**config.mk**
```make
export PLATFORM = sky130hd
export DESIGN_NAME = running_rms_estimator_top
export DESIGN_NICKNAME = d
export VERILOG_FILES = /design/src/rtl/rre_pkg.sv /design/src/rtl/rre_div.sv /design/src/rtl/rre_datapath.sv /design/src/rtl/rre_ctrl.sv /design/src/rtl/running_rms_estimator_top.sv
export SDC_FILE = /design/constraint.sdc
export NUM_CORES = 2
export LEC_CHECK = 0
export BUFFER_PORTS_ARGS = -buffer_cell sky130_fd_sc_hd__buf_2
export CAP_MARGIN = 25
export CORE_MARGIN = 2
export CORE_UTILIZATION = 53
export CTS_CLUSTER_DIAMETER = 30
export DETAILED_ROUTE_END_ITERATION = 6
export PLACE_DENSITY_LB_ADDON = 0.15
export SLEW_MARGIN = 20
export SYNTH_ARGS = -nofsm -noshare
export SYNTH_HDL_FRONTEND = slang
export SYNTH_HIERARCHICAL = 1
export SYNTH_SLANG_ARGS = --single-unit
```
**constraint.sdc**
```tcl
create_clock -name clk -period 7.45 [get_ports clk]
set_input_delay 1.49 -clock clk [delete_from_list [all_inputs] [get_ports clk]]
set_output_delay 1.49 -clock clk [all_outputs]
set_load 0.05 [all_outputs]
```
**src/rtl/rre_pkg.sv**
```systemverilog
`default_nettype none

package rre_pkg;

  localparam logic [15:0] RESET_WINDOW = 16'd64;

  // word index of the window count register (paddr[2])
  localparam logic REG_WINDOW = 1'b0;

  typedef enum logic [3:0] {
    S_IDLE,
    S_SQ,
    S_SCALE,
    S_SHARE_GO,
    S_SHARE_WAIT,
    S_ACCUM,
    S_MEAN_GO,
    S_MEAN_WAIT,
    S_NEWTON_GO,
    S_NEWTON_WAIT,
    S_DONE
  } state_t;

  typedef enum logic [1:0] {
    DSEL_SHARE,
    DSEL_MEAN,
    DSEL_NEWTON
  } dsel_t;

  typedef struct packed {
    logic  load;
    logic  mul_sq;
    logic  mul_n;
    logic  div_start;
    dsel_t div_sel;
    logic  upd_sum;
    logic  upd_est;
  } cmd_t;

  typedef struct packed {
    logic div_busy;
    logic out_full;
  } status_t;

endpackage

`default_nettype wire

```
**src/rtl/rre_div.sv**
```systemverilog
`default_nettype none

module rre_div
  import rre_pkg::*;
(
  input  wire logic        clk,
  input  wire logic        rst,
  input  wire logic        start,
  input  wire logic [31:0] dividend,
  input  wire logic [15:0] divisor,
  output logic             busy,
  output logic [31:0]      quotient
);

  logic [15:0] rem;
  logic [15:0] dvs;
  logic [4:0]  cnt;
  logic [16:0] shifted;
  logic        ge;
  logic [16:0] diff;

  // restoring division, one quotient bit per cycle
  always_comb begin
    shifted = {rem, quotient[31]};
    ge      = shifted >= {1'b0, dvs};
    diff    = shifted - {1'b0, dvs};
  end

  always_ff @(posedge clk) begin
    if (rst) begin
      busy <= 1'b0;
      cnt  <= 5'd0;
    end else if (start) begin
      busy <= 1'b1;
      cnt  <= 5'd0;
    end else if (busy) begin
      cnt <= cnt + 5'd1;
      if (cnt == 5'd31) begin
        busy <= 1'b0;
      end
    end
  end

  always_ff @(posedge clk) begin
    if (start) begin
      quotient <= dividend;
      rem      <= 16'd0;
      dvs      <= divisor;
    end else if (busy) begin
      quotient <= {quotient[30:0], ge};
      rem      <= ge ? diff[15:0] : shifted[15:0];
    end
  end

endmodule

`default_nettype wire

```
**src/rtl/rre_datapath.sv**
```systemverilog
`default_nettype none

module rre_datapath
  import rre_pkg::*;
(
  input  wire logic        clk,
  input  wire logic        rst,
  input  wire cmd_t        cmd,
  output status_t          status,
  input  wire logic [15:0] window_count,
  input  wire logic [15:0] sample,
  output logic [15:0]      rms,
  output logic             rms_valid,
  input  wire logic        rms_stall
);

  logic [15:0] x;
  logic [15:0] e;
  logic [15:0] n;
  logic [15:0] est;
  logic [31:0] esq;
  logic [31:0] xsq;
  logic [31:0] sum;
  logic [47:0] scaled;
  logic [15:0] e_div;
  logic [31:0] div_dividend;
  logic [15:0] div_divisor;
  logic        div_busy;
  logic [31:0] div_q;
  logic [31:0] newton;

  always_comb begin
    scaled = {16'd0, esq} * {32'd0, n};
    e_div  = (e == 16'd0) ? 16'd1 : e;
    newton = {16'd0, e_div} + div_q;
    case (cmd.div_sel)
      DSEL_SHARE: begin
        div_dividend = sum;
        div_divisor  = n;
      end
      DSEL_MEAN: begin
        div_dividend = sum;
        div_divisor  = n;
      end
      DSEL_NEWTON: begin
        div_dividend = div_q;
        div_divisor  = e_div;
      end
      default: begin
        div_dividend = sum;
        div_divisor  = n;
      end
    endcase
  end

  rre_div u_div (
    .clk      (clk),
    .rst      (rst),
    .start    (cmd.div_start),
    .dividend (div_dividend),
    .divisor  (div_divisor),
    .busy     (div_busy),
    .quotient (div_q)
  );

  always_ff @(posedge clk) begin
    if (cmd.load) begin
      x <= sample;
      e <= est;
      n <= (window_count == 16'd0) ? 16'd1 : window_count;
    end
    if (cmd.mul_sq) begin
      esq <= {16'd0, e} * {16'd0, e};
      xsq <= {16'd0, x} * {16'd0, x};
    end
    if (cmd.mul_n) begin
      sum <= scaled[31:0];
    end else if (cmd.upd_sum) begin
      sum <= sum - div_q + xsq;
    end
  end

  always_ff @(posedge clk) begin
    if (rst) begin
      est       <= 16'd0;
      rms_valid <= 1'b0;
    end else if (cmd.upd_est) begin
      est       <= newton[16:1];
      rms_valid <= 1'b1;
    end else if (!rms_stall) begin
      rms_valid <= 1'b0;
    end
  end

  always_ff @(posedge clk) begin
    if (cmd.upd_est) begin
      rms <= newton[16:1];
    end
  end

  assign status.div_busy = div_busy;
  assign status.out_full = rms_valid & rms_stall;

endmodule

`default_nettype wire

```
**src/rtl/rre_ctrl.sv**
```systemverilog
`default_nettype none

module rre_ctrl
  import rre_pkg::*;
(
  input  wire logic    clk,
  input  wire logic    rst,
  input  wire logic    sample_valid,
  output logic         sample_stall,
  input  wire status_t status,
  output cmd_t         cmd
);

  state_t state;
  state_t state_next;

  always_ff @(posedge clk) begin
    if (rst) begin
      state <= S_IDLE;
    end else begin
      state <= state_next;
    end
  end

  always_comb begin
    state_next   = state;
    cmd          = '0;
    cmd.div_sel  = DSEL_SHARE;
    sample_stall = 1'b1;
    case (state)
      S_IDLE: begin
        sample_stall = 1'b0;
        if (sample_valid) begin
          cmd.load   = 1'b1;
          state_next = S_SQ;
        end
      end
      S_SQ: begin
        cmd.mul_sq = 1'b1;
        state_next = S_SCALE;
      end
      S_SCALE: begin
        cmd.mul_n  = 1'b1;
        state_next = S_SHARE_GO;
      end
      S_SHARE_GO: begin
        cmd.div_start = 1'b1;
        cmd.div_sel   = DSEL_SHARE;
        state_next    = S_SHARE_WAIT;
      end
      S_SHARE_WAIT: begin
        if (!status.div_busy) begin
          state_next = S_ACCUM;
        end
      end
      S_ACCUM: begin
        // drop one window share, add the new square
        cmd.upd_sum = 1'b1;
        state_next  = S_MEAN_GO;
      end
      S_MEAN_GO: begin
        cmd.div_start = 1'b1;
        cmd.div_sel   = DSEL_MEAN;
        state_next    = S_MEAN_WAIT;
      end
      S_MEAN_WAIT: begin
        if (!status.div_busy) begin
          state_next = S_NEWTON_GO;
        end
      end
      S_NEWTON_GO: begin
        cmd.div_start = 1'b1;
        cmd.div_sel   = DSEL_NEWTON;
        state_next    = S_NEWTON_WAIT;
      end
      S_NEWTON_WAIT: begin
        cmd.div_sel = DSEL_NEWTON;
        if (!status.div_busy) begin
          state_next = S_DONE;
        end
      end
      S_DONE: begin
        cmd.div_sel = DSEL_NEWTON;
        // hold until the output register is free
        if (!status.out_full) begin
          cmd.upd_est = 1'b1;
          state_next  = S_IDLE;
        end
      end
      default: begin
        state_next = S_IDLE;
      end
    endcase
  end

endmodule

`default_nettype wire

```
**src/rtl/running_rms_estimator_top.sv**
```systemverilog
`default_nettype none

// channel  | valid        | stall        | payload
// ---------+--------------+--------------+-------------------
// sample   | sample_valid | sample_stall | sample[15:0]
// rms      | rms_valid    | rms_stall    | rms[15:0]
// config   | apb write    | pready = 1   | window_count @ 0x0
//
// one request runs load, square and scale, then three 32-bit by 16-bit
// divisions one after another on a single radix-2 divider (window share,
// mean, newton step), with the accumulate between the first two; the
// newton result is then registered as the new estimate and the output.
// a new sample is taken only while the sequencer is idle; the result register
// lets it start before the previous result is taken, and it waits at the end
// if that result is still stalled. reset is synchronous: estimate 0, window 64.

module running_rms_estimator_top
  import rre_pkg::*;
(
  input  wire logic        clk,
  input  wire logic        rst,
  input  wire logic [15:0] sample,
  input  wire logic        sample_valid,
  output logic             sample_stall,
  output logic [15:0]      rms,
  output logic             rms_valid,
  input  wire logic        rms_stall,
  input  wire logic        psel,
  input  wire logic        penable,
  input  wire logic        pwrite,
  input  wire logic [2:0]  paddr,
  input  wire logic [31:0] pwdata,
  output logic [31:0]      prdata,
  output logic             pready
);

  logic [15:0] window_count;
  cmd_t        cmd;
  status_t     status;

  assign pready = 1'b1;

  always_ff @(posedge clk) begin
    if (rst) begin
      window_count <= RESET_WINDOW;
    end else if (psel && penable && pwrite && (paddr[2] == REG_WINDOW)) begin
      window_count <= pwdata[15:0];
    end
  end

  always_comb begin
    prdata = 32'd0;
    if (paddr[2] == REG_WINDOW) begin
      prdata = {16'd0, window_count};
    end
  end

  rre_ctrl u_ctrl (
    .clk          (clk),
    .rst          (rst),
    .sample_valid (sample_valid),
    .sample_stall (sample_stall),
    .status       (status),
    .cmd          (cmd)
  );

  rre_datapath u_dp (
    .clk          (clk),
    .rst          (rst),
    .cmd          (cmd),
    .status       (status),
    .window_count (window_count),
    .sample       (sample),
    .rms          (rms),
    .rms_valid    (rms_valid),
    .rms_stall    (rms_stall)
  );

endmodule

`default_nettype wire

```
==> impl_results.md <==
* IO Pins at 109
* Cell count along the critical path at 21
* Outcome: finished clean
* Worst Tran Pin Value at 1.027 ns
* CTS Hold Bufs at 0
* Pin count of the biggest net entering global routing at 71
* Final setup skew at 0.03356 ns
* Worst Setup SP: u_dp/x[2]
* FMAX at 0.1424 GHz
* Setup TNS at 0 ns
* Register area share after synthesis at 0.1815
* Initial DRT Pass Iterations at 6
* Grt total ovfl at 0
* Clock root cell: clkbuf_16
* Die height at 280.8 um
* RePlAce Congestion at 0.8997
* Unrepaired setup endpoints after global routing: no
* Max-cap violations at 0
* Simple-Gate Fraction of Synth Area at 0.1385
* CP Capture Type: flop
* Worst hold path class: flop to flop
* Yosys warns at 6
* Vias per cell at 5.229
* Critical path fanouts, max at 15
* Syn avg cell area at 9.444 sq um
* Die area at 78,830 sq um
* Mux contribution to synthesized area at 0.02493
* Distinct cells, synth at 103
* Most frequent CP cell: fa_1
* Crit path kind: flop to flop
* Vias at 28,513
* Worst skew pair latency at 0.62 ns
* Crit Reg-Reg Endpoint: u_dp/xsq[25]
* CP Cell Sequence: nand2_1 -> fa_1 -> fa_1 -> inv_1 -> fa_1 -> inv_1 -> fa_1 -> inv_1 -> fa_1 -> fa_1 -> ha_1 -> a21o_1 -> a21oi_1 -> nor2b_1 -> a2111o_1 -> a21oi_1 -> o21ai_1 -> a2111oi_0 -> o31ai_1 -> a21oi_1 -> xnor2_1
* CP max stage delay at 0.70 ns
* Max-slew headroom at 0.3156
* Clock Sinks at 265
* Initial antenna violation count at 2
* GRT Overall Usage at 0.2590
* Critical path's top delay family: adder cells
* Synth Instances at 4,299
* 1st-iter DRT viols at 1,603
* CTS tree: built
* Port Buffer Count at 73
* Post-synth design cell area at 40,600 sq um
* TritonCTS Buffers at 73
* DRC violations left at 0
* RR Startpoint: u_dp/x[2]
* Core area at 75,950 sq um
* Worst path slowest cell: edfxtp_1
* Initial Util at 0.5346
* Yosys reg bits at 265
* Post-route antenna net violation count at 0
* Final min period at 7.024 ns
* Post-synthesis compound-gate area fraction at 0.07957
* N_diodes at 0
* Post-synth top flop: edfxtp_1
* Adder-cell share of the synthesized area at 0.4264
* Tcrit/Tclk final at 0.9428
* # rows at 101
* Hold Fails Final Rpt at 0
* Post-Synth XOR/XNOR Area at 0.03646
* Die X at 280.8 um
* R2R cell count at 21
* Bufs on Longest Clock Path at 3
* Detailed placement HPWL at 78,930 um
* EDFF count, synth at 206
* Setup Viol. Count Final at 0
* Required @ worst endpoint at 7.80 ns
* First-pass GRT wire length at 159,500 um
* Drt total wl at 97,560 um
* WL per Instance at 17.89 um
* Clk pin slew, worst setup/hold paths at 0.04 ns
* Area added between synthesis and finish at 9.852%
* Bufs and invs on worst path at 3
* Layout cells sized above 1 at 0.09134
* Fin nets at 5,410
* Vias in the first global route at 29,776
* Main combinational cell family by area after synthesis: adder cells
* R2R Setup Slk at 0.43 ns
* CP endpoint: u_dp/xsq[25]
* Asr flop ratio synth at 0
* H-tree lvl count at 3
* Crit path DAT at 7.37 ns
* Critical path startpoint category: flop
* Max-slew violation count at 0
## kinds of logic (layout without fill, tap and decap cells)
family / Yosys count / after routing
buffers and inverters: 1170 / 1273
adder cells (fa/ha/maj): 990 / 990
other: 4 / 25
multiplexers: 94 / 94
AO/OA/AOI/OAI: 483 / 483
flip-flops: 265 / 265
XOR/XNOR: 169 / 169
AND/OR/NAND/NOR: 1124 / 1124
## cells in the final DEF, fill, tap and decap left out, types with 14 or more instances in the layout
| master | synthesis | layout |
|---|---|---|
| inv_1 | 967 | 967 |
| fa_1 | 656 | 656 |
| nand2_1 | 447 | 447 |
| ha_1 | 334 | 334 |
| and2_1 | 235 | 235 |
| edfxtp_1 | 206 | 206 |
| nor2_1 | 162 | 161 |
| a21oi_1 | 121 | 121 |
| xnor2_1 | 115 | 115 |
| o21ai_0 | 113 | 113 |
| buf_4 | 20 | 92 |
| clkbuf_16 | 0 | 74 |
| buf_2 | 6 | 73 |
| nand2b_1 | 60 | 60 |
| dfxtp_1 | 59 | 59 |
| xor2_1 | 54 | 54 |
| a21o_1 | 54 | 54 |
| mux2_2 | 53 | 53 |
| mux2i_1 | 40 | 40 |
| nor3_1 | 35 | 34 |
| nor2b_1 | 34 | 33 |
| o21a_1 | 33 | 33 |
| a211oi_1 | 29 | 29 |
| nand3_1 | 29 | 29 |
| conb_1 | 4 | 25 |
| and3_1 | 24 | 23 |
| a31oi_1 | 17 | 17 |
| clkinv_2 | 0 | 14 |
| or2_2 | 14 | 14 |
## registers in the layout (all words and copies together) (netlist names)
register / cells
u_ctrl/state: 4
u_dp/e: 16
u_dp/esq: 31
u_dp/est: 16
u_dp/n: 16
u_dp/rms: 16
u_dp/rms_valid: 1
u_dp/sum: 32
u_dp/u_div/busy: 1
u_dp/u_div/cnt: 5
u_dp/u_div/dvs: 16
u_dp/u_div/quotient: 32
u_dp/u_div/rem: 16
u_dp/x: 16
u_dp/xsq: 31
window_count: 16
## worst min path at each step
stage / startpoint / end / slack [ns] / cells after the start
final: u_dp/est[13] / u_dp/e[13] / 0.42 / 0
after CTS: u_dp/est[13] / u_dp/e[13] / 0.43 / 0
after global placement: u_dp/est[13] / u_dp/e[13] / 0.40 / 0
after detailed placement: u_dp/est[13] / u_dp/e[13] / 0.41 / 0
after global routing: u_dp/est[14] / u_dp/e[14] / 0.44 / 0
after floorplan: u_dp/est[13] / u_dp/e[13] / 0.40 / 0
## what timing repair did
item	in CTS	in global routing
setup endpoints to repair	0	2
gates resized for setup	0	1
setup buffers	0	0
## layout make-up
cell class,instances,area [sq um]
Multi-Input combinational cell,2885,28800
Clock inverter,50,525.5
Fill cell,6691,31350
Timing Repair Buffer,165,1056
Inverter,972,3649
Sequential cell,265,7367
Clock buffer,86,1917
Tap cell,1030,1289
## Yosys cell counts, drive strengths merged, types with 17 or more instances
| cell | n | area, sq um |
|---|---|---|
| nand2b | 63 | 416.7 |
| nand3 | 29 | 145.1 |
| xor2 | 54 | 473.0 |
| ha | 334 | 4179 |
| dfxtp | 59 | 1181 |
| mux2 | 54 | 611.8 |
| a21o | 55 | 420.4 |
| nand2 | 447 | 1678 |
| clkbuf | 157 | 589.3 |
| and2 | 236 | 1479 |
| a21oi | 126 | 656.9 |
| o21ai | 122 | 610.6 |
| nor3 | 36 | 185.2 |
| inv | 969 | 3637 |
| a211oi | 34 | 287.8 |
| a31oi | 17 | 106.4 |
| fa | 656 | 13130 |
| nor2 | 162 | 608.1 |
| edfxtp | 206 | 6186 |
| xnor2 | 115 | 1007 |
| buf | 41 | 324.1 |
| nor2b | 34 | 212.7 |
| and3 | 24 | 150.1 |
| mux2i | 40 | 400.4 |
| o21a | 33 | 247.7 |
## metrics by stage
step / worst slack, ns / cells / utilization / hold WS, ns / instance area [sq um]
6_report: 0.4261 / 5453 / 0.5872 / 0.4229 / 44600
3_5_place_dp: 0.4308 / 5317 / 0.5551 / 0.4083 / 42160
2_1_floorplan: 0.8464 / 4320 / - / 0.4002 / 40680
5_1_grt: 0.003749 / 5453 / 0.5872 / 0.4369 / 44600
4_1_cts: 0.4122 / 5453 / 0.5872 / 0.4290 / 44600
3_3_place_gp: 0.4674 / 5317 / 0.5551 / 0.4043 / 42160
## layer usage
metal	part of all wire	up-vias	GRT usage
met3	0.051	148	0.03982
li1	-	13477	-
met2	0.46	698	0.4103
met5	0.00017	-	0
met1	0.47	14188	0.3729
met4	0.023	2	0.06732
Power is not shown: default switching activity piles up to over one toggle a cycle in this logic, so the estimate is an artifact.
